File: src/sv/tes_pkg.sv
// Shared constants and types for the text encoding sniffer.
`timescale 1ns / 1ps
`default_nettype none

package tes_pkg;

	// Lead positions scanned before the UTF-8 scan gives up.
	localparam int MAX_LOOKUP = 16384;
	localparam int SCAN_CNT_W = $clog2(MAX_LOOKUP + 1);

	localparam int BYTE_W    = 8;
	localparam int CP_W      = 16;
	localparam int VERDICT_W = 4;
	localparam int OUT_W     = VERDICT_W + CP_W;
	localparam int OUT_TDATA_W = ((OUT_W + 7) / 8) * 8;
	localparam int PREFIX_LEN = 6;
	localparam int SEEN_W    = 3;

	typedef logic [VERDICT_W-1:0] verdict_t;
	typedef logic [BYTE_W-1:0]    byte_t;
	typedef logic [CP_W-1:0]      code_page_t;

	localparam verdict_t V_UTF8_BOM  = 4'd0;
	localparam verdict_t V_U16LE_BOM = 4'd1;
	localparam verdict_t V_U16BE_BOM = 4'd2;
	localparam verdict_t V_U16LE     = 4'd3;
	localparam verdict_t V_U16BE     = 4'd4;
	localparam verdict_t V_ISO885915 = 4'd5;
	localparam verdict_t V_OEM       = 4'd6;
	localparam verdict_t V_ANSI      = 4'd7;
	localparam verdict_t V_UTF8      = 4'd8;
	localparam verdict_t V_DEFAULT   = 4'd9;

	// Register indexes (byte address = 4 * index)
	localparam logic [1:0] REG_DEFAULT_CP = 2'd0;
	localparam logic [1:0] REG_ANSI_CP    = 2'd1;
	localparam logic [1:0] REG_OEM_CP     = 2'd2;

	localparam byte_t B_BOM8_0    = 8'hEF;
	localparam byte_t B_BOM8_1    = 8'hBB;
	localparam byte_t B_BOM8_2    = 8'hBF;
	localparam byte_t B_FF        = 8'hFF;
	localparam byte_t B_FE        = 8'hFE;
	localparam byte_t B_EURO      = 8'd164;
	localparam byte_t B_QUOTE     = 8'd146;
	localparam byte_t B_OEM_TOP   = 8'hA0;
	localparam byte_t B_CONT_MASK = 8'hC0;
	localparam byte_t B_CONT_TAG  = 8'h80;
	localparam byte_t B_LEAD2     = 8'hC0;
	localparam byte_t B_LEAD3     = 8'hE0;
	localparam byte_t B_LEAD4     = 8'hF0;
	localparam byte_t B_BAD_LEAD  = 8'd248;

endpackage

`default_nettype wire

File: src/sv/tes_scan.sv
// UTF-8 scan state: tracks leads, continuations and the first deciding byte.
`timescale 1ns / 1ps
`default_nettype none

module tes_scan (
	input  wire                 clk,
	input  wire                 arst_n,
	input  wire                 step,
	input  tes_pkg::byte_t      byte_in,
	input  wire                 last_in,
	output tes_pkg::verdict_t   scan_verdict
);

	logic                          done_q, done_n;
	tes_pkg::verdict_t             verd_q, verd_n;
	logic [1:0]                    pend_q, pend_n;
	logic                          mbs_q, mbs_n;
	logic [tes_pkg::SCAN_CNT_W-1:0] cnt_q, cnt_n;

	always_comb begin
		done_n = done_q;
		verd_n = verd_q;
		pend_n = pend_q;
		mbs_n  = mbs_q;
		cnt_n  = cnt_q;
		if (!done_q) begin
			if (pend_q != 2'd0) begin
				if ((byte_in & tes_pkg::B_CONT_MASK) == tes_pkg::B_CONT_TAG) begin
					pend_n = pend_q - 2'd1;
					if (pend_q == 2'd1) begin
						mbs_n = 1'b1;
					end
				end else begin
					done_n = 1'b1;
					verd_n = tes_pkg::V_ANSI;
				end
			end else if (cnt_q >= tes_pkg::SCAN_CNT_W'(tes_pkg::MAX_LOOKUP)
					|| byte_in == '0) begin
				done_n = 1'b1;
				verd_n = mbs_q ? tes_pkg::V_UTF8 : tes_pkg::V_DEFAULT;
			end else begin
				cnt_n = cnt_q + tes_pkg::SCAN_CNT_W'(1);
				priority if (byte_in < tes_pkg::B_CONT_TAG) begin
					// plain ASCII, keep going
				end else if (byte_in == tes_pkg::B_EURO) begin
					done_n = 1'b1;
					verd_n = tes_pkg::V_ISO885915;
				end else if (byte_in <= tes_pkg::B_OEM_TOP && byte_in != tes_pkg::B_QUOTE) begin
					done_n = 1'b1;
					verd_n = tes_pkg::V_OEM;
				end else if (byte_in < tes_pkg::B_LEAD2 || byte_in >= tes_pkg::B_BAD_LEAD) begin
					done_n = 1'b1;
					verd_n = tes_pkg::V_ANSI;
				end else if (byte_in >= tes_pkg::B_LEAD4) begin
					pend_n = 2'd3;
				end else if (byte_in >= tes_pkg::B_LEAD3) begin
					pend_n = 2'd2;
				end else begin
					pend_n = 2'd1;
				end
			end
		end
	end

	// verdict as it stands if this byte ends the buffer; truncation is a failure
	always_comb begin
		priority if (done_n) begin
			scan_verdict = verd_n;
		end else if (pend_n != 2'd0) begin
			scan_verdict = tes_pkg::V_ANSI;
		end else begin
			scan_verdict = mbs_n ? tes_pkg::V_UTF8 : tes_pkg::V_DEFAULT;
		end
	end

	always_ff @(posedge clk or negedge arst_n) begin
		if (!arst_n) begin
			done_q <= 1'b0;
			verd_q <= tes_pkg::V_DEFAULT;
			pend_q <= 2'd0;
			mbs_q  <= 1'b0;
			cnt_q  <= '0;
		end else if (step) begin
			if (last_in) begin
				done_q <= 1'b0;
				verd_q <= tes_pkg::V_DEFAULT;
				pend_q <= 2'd0;
				mbs_q  <= 1'b0;
				cnt_q  <= '0;
			end else begin
				done_q <= done_n;
				verd_q <= verd_n;
				pend_q <= pend_n;
				mbs_q  <= mbs_n;
				cnt_q  <= cnt_n;
			end
		end
	end

endmodule

`default_nettype wire

File: src/sv/text_encoding_sniffer_unit.sv
// Top level of the text encoding sniffer: stream ports, registers, prefix checks.
//
// Usage: a buffer streams in one byte per item on the s_ side, tlast on its
// last byte. Only the last byte produces a result on the m_ side: the verdict
// and the code page picked for it (zero unless the verdict is oem, ansi or
// default). BOM and UTF-16 zero patterns in the first six bytes take priority
// over the UTF-8 scan, which stops at the first deciding byte or after
// MAX_LOOKUP lead bytes.
// Throughput: one byte per cycle across buffers, while no final byte waits on m_tready.
// Result path: the last byte is registered in the input register, then its
// verdict and code page in the result register, once that register is free.
// Stall: the result register holds until m_tready; meanwhile non-final bytes
// still flow, and a final byte waits in the input register, dropping s_tready.
// Reset: the three code page registers clear to zero, per-buffer scan and prefix
// state to its start; that per-buffer state also clears after each final byte.
// Config: APB, registers at 0x0 default, 0x4 ansi, 0x8 oem code page (16 bits);
// the user writes them only while no buffer is in flight (the block does not enforce this).
`timescale 1ns / 1ps
`default_nettype none

module text_encoding_sniffer_unit (
	input  wire         clk,
	input  wire         arst_n,
	// stream in
	input  wire         s_tvalid,
	output logic        s_tready,
	input  wire  [7:0]  s_tdata,   // [7:0] text_byte
	input  wire         s_tlast,   // is_final
	// stream out
	output logic        m_tvalid,
	input  wire         m_tready,
	output logic [tes_pkg::OUT_TDATA_W-1:0] m_tdata, // [3:0] verdict, [19:4] chosen_code_page
	// APB config
	input  wire         psel,
	input  wire         penable,
	input  wire         pwrite,
	input  wire  [3:0]  paddr,
	input  wire  [31:0] pwdata,
	output logic [31:0] prdata,
	output logic        pready
);

	tes_pkg::code_page_t default_cp_q, ansi_cp_q, oem_cp_q;

	logic                valid_s1;
	tes_pkg::byte_t      byte_s1;
	logic                last_s1;
	logic                advance;
	logic                step;

	tes_pkg::byte_t                 prefix_q [tes_pkg::PREFIX_LEN];
	tes_pkg::byte_t                 prefix_n [tes_pkg::PREFIX_LEN];
	logic [tes_pkg::SEEN_W-1:0]     seen_q, seen_n;

	tes_pkg::verdict_t   scan_verdict;
	tes_pkg::verdict_t   verdict;
	tes_pkg::code_page_t chosen_cp;

	logic                                 m_tvalid_q;
	logic [tes_pkg::OUT_TDATA_W-1:0]      m_tdata_q;

	// ---------------- configuration ----------------
	assign pready = 1'b1;

	always_ff @(posedge clk or negedge arst_n) begin
		if (!arst_n) begin
			default_cp_q <= '0;
			ansi_cp_q    <= '0;
			oem_cp_q     <= '0;
		end else if (psel && penable && pwrite && pready) begin
			unique case (paddr[3:2])
				tes_pkg::REG_DEFAULT_CP: default_cp_q <= pwdata[15:0];
				tes_pkg::REG_ANSI_CP:    ansi_cp_q    <= pwdata[15:0];
				tes_pkg::REG_OEM_CP:     oem_cp_q     <= pwdata[15:0];
				default: ;
			endcase
		end
	end

	always_comb begin
		unique case (paddr[3:2])
			tes_pkg::REG_DEFAULT_CP: prdata = {16'd0, default_cp_q};
			tes_pkg::REG_ANSI_CP:    prdata = {16'd0, ansi_cp_q};
			tes_pkg::REG_OEM_CP:     prdata = {16'd0, oem_cp_q};
			default:                 prdata = '0;
		endcase
	end

	// ---------------- input register ----------------
	// non-final bytes never need the result register
	assign advance  = !last_s1 || !m_tvalid_q || m_tready;
	assign step     = valid_s1 && advance;
	assign s_tready = !valid_s1 || advance;

	always_ff @(posedge clk or negedge arst_n) begin
		if (!arst_n) begin
			valid_s1 <= 1'b0;
		end else if (s_tready) begin
			valid_s1 <= s_tvalid;
		end
	end

	always_ff @(posedge clk) begin
		if (s_tready && s_tvalid) begin
			byte_s1 <= s_tdata;
			last_s1 <= s_tlast;
		end
	end

	// ---------------- prefix capture ----------------
	always_comb begin
		for (int i = 0; i < tes_pkg::PREFIX_LEN; i++) begin
			prefix_n[i] = (seen_q == tes_pkg::SEEN_W'(i)) ? byte_s1 : prefix_q[i];
		end
		seen_n = (seen_q < tes_pkg::SEEN_W'(tes_pkg::PREFIX_LEN))
			? seen_q + tes_pkg::SEEN_W'(1) : seen_q;
	end

	always_ff @(posedge clk or negedge arst_n) begin
		if (!arst_n) begin
			seen_q <= '0;
		end else if (step) begin
			seen_q <= last_s1 ? '0 : seen_n;
		end
	end

	always_ff @(posedge clk) begin
		if (step) begin
			for (int i = 0; i < tes_pkg::PREFIX_LEN; i++) begin
				prefix_q[i] <= prefix_n[i];
			end
		end
	end

	// ---------------- UTF-8 scan ----------------
	tes_scan u_scan (
		.clk          (clk),
		.arst_n       (arst_n),
		.step         (step),
		.byte_in      (byte_s1),
		.last_in      (last_s1),
		.scan_verdict (scan_verdict)
	);

	// ---------------- final decision ----------------
	always_comb begin
		priority if (seen_n >= 3'd3 && prefix_n[0] == tes_pkg::B_BOM8_0
				&& prefix_n[1] == tes_pkg::B_BOM8_1 && prefix_n[2] == tes_pkg::B_BOM8_2) begin
			verdict = tes_pkg::V_UTF8_BOM;
		end else if (seen_n >= 3'd2 && prefix_n[0] == tes_pkg::B_FF
				&& prefix_n[1] == tes_pkg::B_FE) begin
			verdict = tes_pkg::V_U16LE_BOM;
		end else if (seen_n >= 3'd2 && prefix_n[0] == tes_pkg::B_FE
				&& prefix_n[1] == tes_pkg::B_FF) begin
			verdict = tes_pkg::V_U16BE_BOM;
		end else if (seen_n >= 3'd6 && prefix_n[1] == '0 && prefix_n[3] == '0
				&& prefix_n[5] == '0) begin
			verdict = tes_pkg::V_U16LE;
		end else if (seen_n >= 3'd6 && prefix_n[0] == '0 && prefix_n[2] == '0
				&& prefix_n[4] == '0) begin
			verdict = tes_pkg::V_U16BE;
		end else begin
			verdict = scan_verdict;
		end
	end

	always_comb begin
		priority if (verdict == tes_pkg::V_OEM) begin
			chosen_cp = oem_cp_q;
		end else if (verdict == tes_pkg::V_ANSI) begin
			chosen_cp = ansi_cp_q;
		end else if (verdict == tes_pkg::V_DEFAULT) begin
			chosen_cp = default_cp_q;
		end else begin
			chosen_cp = '0;
		end
	end

	// ---------------- result register ----------------
	always_ff @(posedge clk or negedge arst_n) begin
		if (!arst_n) begin
			m_tvalid_q <= 1'b0;
		end else if (step && last_s1) begin
			m_tvalid_q <= 1'b1;
		end else if (m_tready) begin
			m_tvalid_q <= 1'b0;
		end
	end

	always_ff @(posedge clk) begin
		if (step && last_s1) begin
			m_tdata_q <= tes_pkg::OUT_TDATA_W'({chosen_cp, verdict});
		end
	end

	assign m_tvalid = m_tvalid_q;
	assign m_tdata  = m_tdata_q;

endmodule

`default_nettype wire

File: config.mk
export PLATFORM = sky130hd
export DESIGN_NAME = text_encoding_sniffer_unit
export DESIGN_NICKNAME = d
export VERILOG_FILES = /design/src/sv/tes_pkg.sv /design/src/sv/tes_scan.sv /design/src/sv/text_encoding_sniffer_unit.sv
export SDC_FILE = /design/constraint.sdc
export NUM_CORES = 1
export LEC_CHECK = 0
export ABC_AREA = 1
export ABC_CLOCK_PERIOD_IN_PS = 4400
export BUFFER_PORTS_ARGS = -buffer_cell sky130_fd_sc_hd__buf_2
export CAP_MARGIN = 20
export CORE_ASPECT_RATIO = 1.75
export CORE_MARGIN = 4
export CORE_UTILIZATION = 38
export CTS_CLUSTER_DIAMETER = 50
export DETAILED_ROUTE_END_ITERATION = 12
export PLACE_DENSITY_LB_ADDON = 0.2
export SYNTH_ARGS = -nofsm -noshare
export SYNTH_HDL_FRONTEND = slang
export SYNTH_HIERARCHICAL = 1
export SYNTH_SLANG_ARGS = --single-unit
File: constraint.sdc
create_clock -name clk -period 4.4 [get_ports clk]
set_clock_uncertainty 0.15 [all_clocks]
set_input_delay 0.44 -clock clk [delete_from_list [all_inputs] [get_ports clk]]
set_output_delay 0.44 -clock clk [all_outputs]
set_load 0.01 [all_outputs]
# Yosys cells after proc, flatten, opt, wreduce, memory -nomap -nowiden
# Memory sizes are Yosys's and may differ from the RTL's.
# Cells that the tools add are included.
# W data, S select, Z words.
dict set report classes {
  n_addsub 3
  reduce_logical 43
  eq_ne 24
  magnitude_cmp 11
  n_mux 63
}
# operator count
set op_table {}
lappend op_table {{$eq A8 B8 Y1 const B} 8}
lappend op_table {{$mux W4} 16}
lappend op_table {{$mux W15} 4}
lappend op_table {{$logic_not A8 Y1} 7}
lappend op_table {{$mux W16} 3}
lappend op_table {{$mux W8} 6}
lappend op_table {{$pmux W16 S3} 1}
lappend op_table {{$ge A8 B8 Y1 const B} 3}
lappend op_table {{$mux W2} 11}
lappend op_table {{$mux W1} 20}
lappend op_table {{$logic_and A1 B1 Y1} 19}
lappend op_table {{$lt A8 B8 Y1 const B} 2}
lappend op_table {{$add A15 B1 Y15 const B} 1}
lappend op_table {{$ge A15 B15 Y1 const B} 1}
lappend op_table {{$eq A4 B3 Y1 const B} 2}
lappend op_table {{$le A8 B8 Y1 const B} 1}
lappend op_table {{$ne A8 B8 Y1 const B} 1}
lappend op_table {{$eq A3 B2 Y1 const B} 2}
lappend op_table {{$eq A3 B3 Y1 const B} 2}
lappend op_table {{$ge A3 B2 Y1 const B} 2}
lappend op_table {{$mux W3} 2}
lappend op_table {{$ne A2 B2 Y1 const B} 3}
lappend op_table {{$reduce_and A2 Y1} 3}
lappend op_table {{$reduce_bool A2 Y1} 3}
lappend op_table {{other kinds (13)} 21}
dict set report word_totals {
  ram_bits 48
  mem_count 1
  inputBits 52
  elab_cells 159
  reg_bits 105
}
# name depth width read_ports rd_ports_with_merged_regs write_ports line_no
set mem_list {}
lappend mem_list {prefix_q 6 8 6 0 6 text_encoding_sniffer_unit.sv:51} ;# tes_pkg::byte_t prefix_q [tes_pkg::PREFIX_LEN];

# Logic depth before layout (Yosys ltp)
dict set report depth {
  depth_word 22
  depth_mapped 22
  ltp_nobuf 21
}

# By module
# Netlist, hierarchy kept.
# mod area_per_inst_um2 cells_per_inst instances seq_area_each_um2
set modules_own_cells {}
lappend modules_own_cells {text_encoding_sniffer_unit 6736.5 810 1 3638.5}
lappend modules_own_cells {tes_scan 1823.0 261 1 578.1}

# Worst setup path after synthesis
# OpenSTA, ideal clock, no wires.
dict set report synth_timing {
  path_type {input-to-reg}
  start {input m_tready}
  end {register m_tdata_q, in the netlist m_tdata[0], enable pin}
  cell_stages 5
  required_time_ns 3.874
  t_arrival_ns 2.428
  path_slack_ns 1.446
  n_path_buf 0
  cell_sequence {inv_1 -> nand2_1 -> o21a_1 -> nand2_1 -> inv_1}
}
dict set report synth_via {
  elab_chain_len 3
}
# item line_no
set synth_lines {}
lappend synth_lines {{start, declared} text_encoding_sniffer_unit.sv:31} ;# input wire m_tready,
lappend synth_lines {{$logic_or A1 B1 Y1} text_encoding_sniffer_unit.sv:91} ;# assign advance = !last_s1 || !m_tvalid_q || m_tready;
lappend synth_lines {{$logic_and A1 B1 Y1} text_encoding_sniffer_unit.sv:92} ;# assign step = valid_s1 && advance;
lappend synth_lines {{net step} text_encoding_sniffer_unit.sv:49} ;# logic step;
lappend synth_lines {{$logic_and A1 B1 Y1} text_encoding_sniffer_unit.sv:191} ;# if (step && last_s1) begin
lappend synth_lines {{end signal, assigned} text_encoding_sniffer_unit.sv:192} ;# m_tdata_q <= tes_pkg::OUT_TDATA_W'({chosen_cp, verdict});
lappend synth_lines {{end, declared} text_encoding_sniffer_unit.sv:60} ;# logic [tes_pkg::OUT_TDATA_W-1:0] m_tdata_q;
# The timed path passes the listed nets, and every way through them passes these cells.
# A chain may end at the register's enable or synchronous reset.

==> flow_summary.yaml <==
outcome:
  status: "finished clean"
power_and_ir_drop:
  power.static_leakage_nw: 4.642
  p_per_area_mw_per_mm2: 607.9
  total_power_mw: 5.887
  vdd.ir_drop.worst_v: 0.0003010
placed_design:
  port_bufs: 71
  placement.setup.worst_slack_ns: 1.119
  place.gp.congestion: 0.8668
  post-dp-hpwl_mm: 15.74
grt:
  first_pass_grt_wire_length_mm: 35.52
  grt_max_degree: 57
  first_global_vias: 6933
  grt_antenna_before_repair: 0
  overflow: 0
  grt_use_total: 0.1815
route:
  route.vias.total: 7084
  detailroute.wirelength.met3_um: 777
  drt-pass1-iter-count: 7
  routed_wire_length_per_instance_um: 15.39
  detailed_route_iter0_violations: 462
  wl_met1_mm: 8.822
  detail_route.drc_violations: 0
  detail_route.vias_per_cell: 4.902
  detailroute.wirelength.met2_mm: 12.04
  wl_mm: 22.24
  routed.top_layer: "met4"
  antenna_violating_nets_post_route: 0
synth:
  yosys.cell_types.count: 40
  post_syn_area_mm2: 0.008559
  ys.warnings.count: 6
  syn_inst: 1071
  synth_seq_cells: 153
  synth.yosys.seq_area_share: 0.4926
  postSynthAreaPerCell_um2: 7.992
sta:
  timing.final.hold_violations: 0
  finalCritPeriodShare: 0.7474
  post-route-worst-setup-slack_ns: 1.111
  worst_slew_margin_rel: 0.3149
  timing_max_transition_violations_final: 0
  worst_hold_slack_ns: 0.04000
  setup_tns_ns: 0
  finalSetupViolations: 0
  rsz0062_at_grt: "no"
  layout_min_cycle_time_ns: 3.289
  pin_slew_with_the_least_headroom_to_its_limit_ns: 1.025
  clock.fmax_mhz: 304.1
final_layout:
  flow.area_growth_from_synthesis_pct: 13.14
  drive_above_1_share: 0.1375
  final_util: 0.4370
  final_common_cell: "nand2_1"
  antenna-diode-count: 0
  layout_common_cells: "nand2_1 (344), nand3_1 (137), inv_1 (115)"
  layout.nets: 1197
clock_network:
  htree_num_levels: 4
  cts_made_buffers: 17
  clk_pin_slew_ns: 0.07
  clk-insertion-delay-late_ns: 0.43
  clock_path_buffers: 2
  clock_sink_count: 153
  cts_resized: 0
  clock-root-buffer: "clkbuf_16"
  cts_tree: "done"
critical_path:
  r2r_setup_slack_ns: 1.11
  timing.critical_path.to_type: "register"
  worst_r2r_endpoint: "m_tdata[14]"
  cp_data_arrival_time_ns: 3.31
  reg2regPathDepth: 16
  path_max_fanout: 32
  setup.worst_path.class: "reg -> reg"
  rr_startpoint: "seen_q[0]"
  worst-endpoint-required_ns: 4.42
  startpoint_type: "register"
floorplanning:
  die_height_um: 206.5
  num_io_pins: 111
  initial_utilization: 0.3862
  row_count: 72
  fp.dieW_um: 121.5
  core_mm2: 0.02216
  dieArea_mm2: 0.02508
worst_hold_path:
  timing.hold.worst_endpoint: "byte_s1[6]"
  hold_class: "in -> reg"
  hold_path_startpoint: "s_tdata[6]"
  worstHoldPathCells: 1
run:
  maxCapViolations: 0
## final cells by class
class	instances	area [um2]
Inverter	122	457.9
Clock inverter	11	112.6
Multi-Input combinational cell	757	3570
Clock buffer	21	471.7
Sequential cell	153	4217
Timing Repair Buffer	85	485.5
Fill cell	2267	12480
Tap cell	296	370.4
## cells by family after synthesis
family	after synthesis	share of synthesized area
XOR/XNOR	7	0.007163
adder cells (fa/ha/maj)	9	0.01316
AND/OR/NAND/NOR	606	0.3089
flip-flops	153	0.4926
buffers and inverters	180	0.09882
other	2	0.0008774
AO/OA/AOI/OAI	114	0.07850
## flip-flops by register name (all words and copies together), names as in the netlist
name and cells:
m_tvalid 1, valid_s1 1, default_cp_q 16, byte_s1 8
prefix_q 48, u_scan/cnt_q 15, u_scan/done_q 1, u_scan/mbs_q 1
oem_cp_q 16, u_scan/pend_q 2, last_s1 1, seen_q 3
u_scan/verd_q 4, m_tdata 20, ansi_cp_q 16
## through the flow
step                      instances  area, um2
after floorplan                1090       8631
after global placement         1411       9062
after detailed placement       1411       9062
after CTS                      1444       9657
after global routing           1445       9684
final                          1445       9684
## repair_timing
action	4_1_cts	5_1_grt
hold buffers	1	0
buffers inserted	0	0
endpoints found under the hold margin	25	0
## how the worst max path moves through the flow
stage | startpoint | endpoint | cells past startpoint
finish | seen_q[0] | m_tdata[14] | 16
global route | seen_q[0] | m_tdata[14] | 16
CTS | seen_q[0] | m_tdata[14] | 16
detailed placement | seen_q[0] | m_tdata[14] | 18
global placement | seen_q[1] | m_tdata[14] | 16
floorplan | m_tready | m_tdata[0] | 5
## cells in the mapped netlist
master    count  area (um2)
clkinv_1      2       7.510
o21ai_1      14       70.07
nand3_1     137       685.7
conb_1        2       7.510
nand2_4       3       33.78
nor3_2        1       10.01
o22ai_1       7       43.79
inv_2         5       18.77
o21ai_0      70       350.3
a21oi_1       8       40.04
dfstp_2       2       52.55
buf_6         6       67.56
buf_1         1       3.750
nand3_2       3       30.03
buf_4        30       225.2
nand4_1      16       100.1
nand3b_1      4       30.03
dfrtp_1      74        1852
a31oi_1       1       6.260
inv_1       115       431.7
o211ai_1      2       15.01
nor3_1        5       25.02
nor2_4        4       45.04
xnor2_1       1       8.760
buf_2        10       50.05
nand2_1     344        1291
xor2_1        6       52.55
nor2_1       71       266.5
edfxtp_1     77        2312
o21a_1        1       7.510
ha_1          9       112.6
clkbuf_1     11       41.29
o31ai_1       2       15.01
nand2_2      12       75.07
a21oi_4       4       65.06
and3_1        2       12.51
o21ai_2       1       8.760
o31ai_2       4       50.05
nor2_2        3       18.77
nor2_8        1       20.02
## layer usage
metal / GRT usage / vias to the layer above
li1: - / 3575
met1: 0.1991 / 3318
met2: 0.3410 / 158
met3: 0.03244 / 33
met4: 0.07332 / 0
met5: 0 / -
## power breakdown
group	internal, mW	total [mW]	switching [mW]
sequential	1.94	2.15	0.210
clock	0.836	1.45	0.616
combinational	0.701	2.28	1.58
total	3.48	5.89	2.41
## worst max-delay path, cell delays in order (launching register included)
cell and delay (ns):
dfrtp_1 0.42, inv_1 0.10, ha_1 0.41, nand2_2 0.28, o21ai_0 0.39, nand2_1 0.09, nor2_1 0.10, nand2_1 0.06
nor2_1 0.09, nand2_1 0.13, nand2_2 0.15, nor2_4 0.05, nand2_2 0.08, nor2_4 0.04, buf_4 0.24, nand3_1 0.13
nand3_1 0.11
Note: power is estimated with default switching activity, not from simulation.
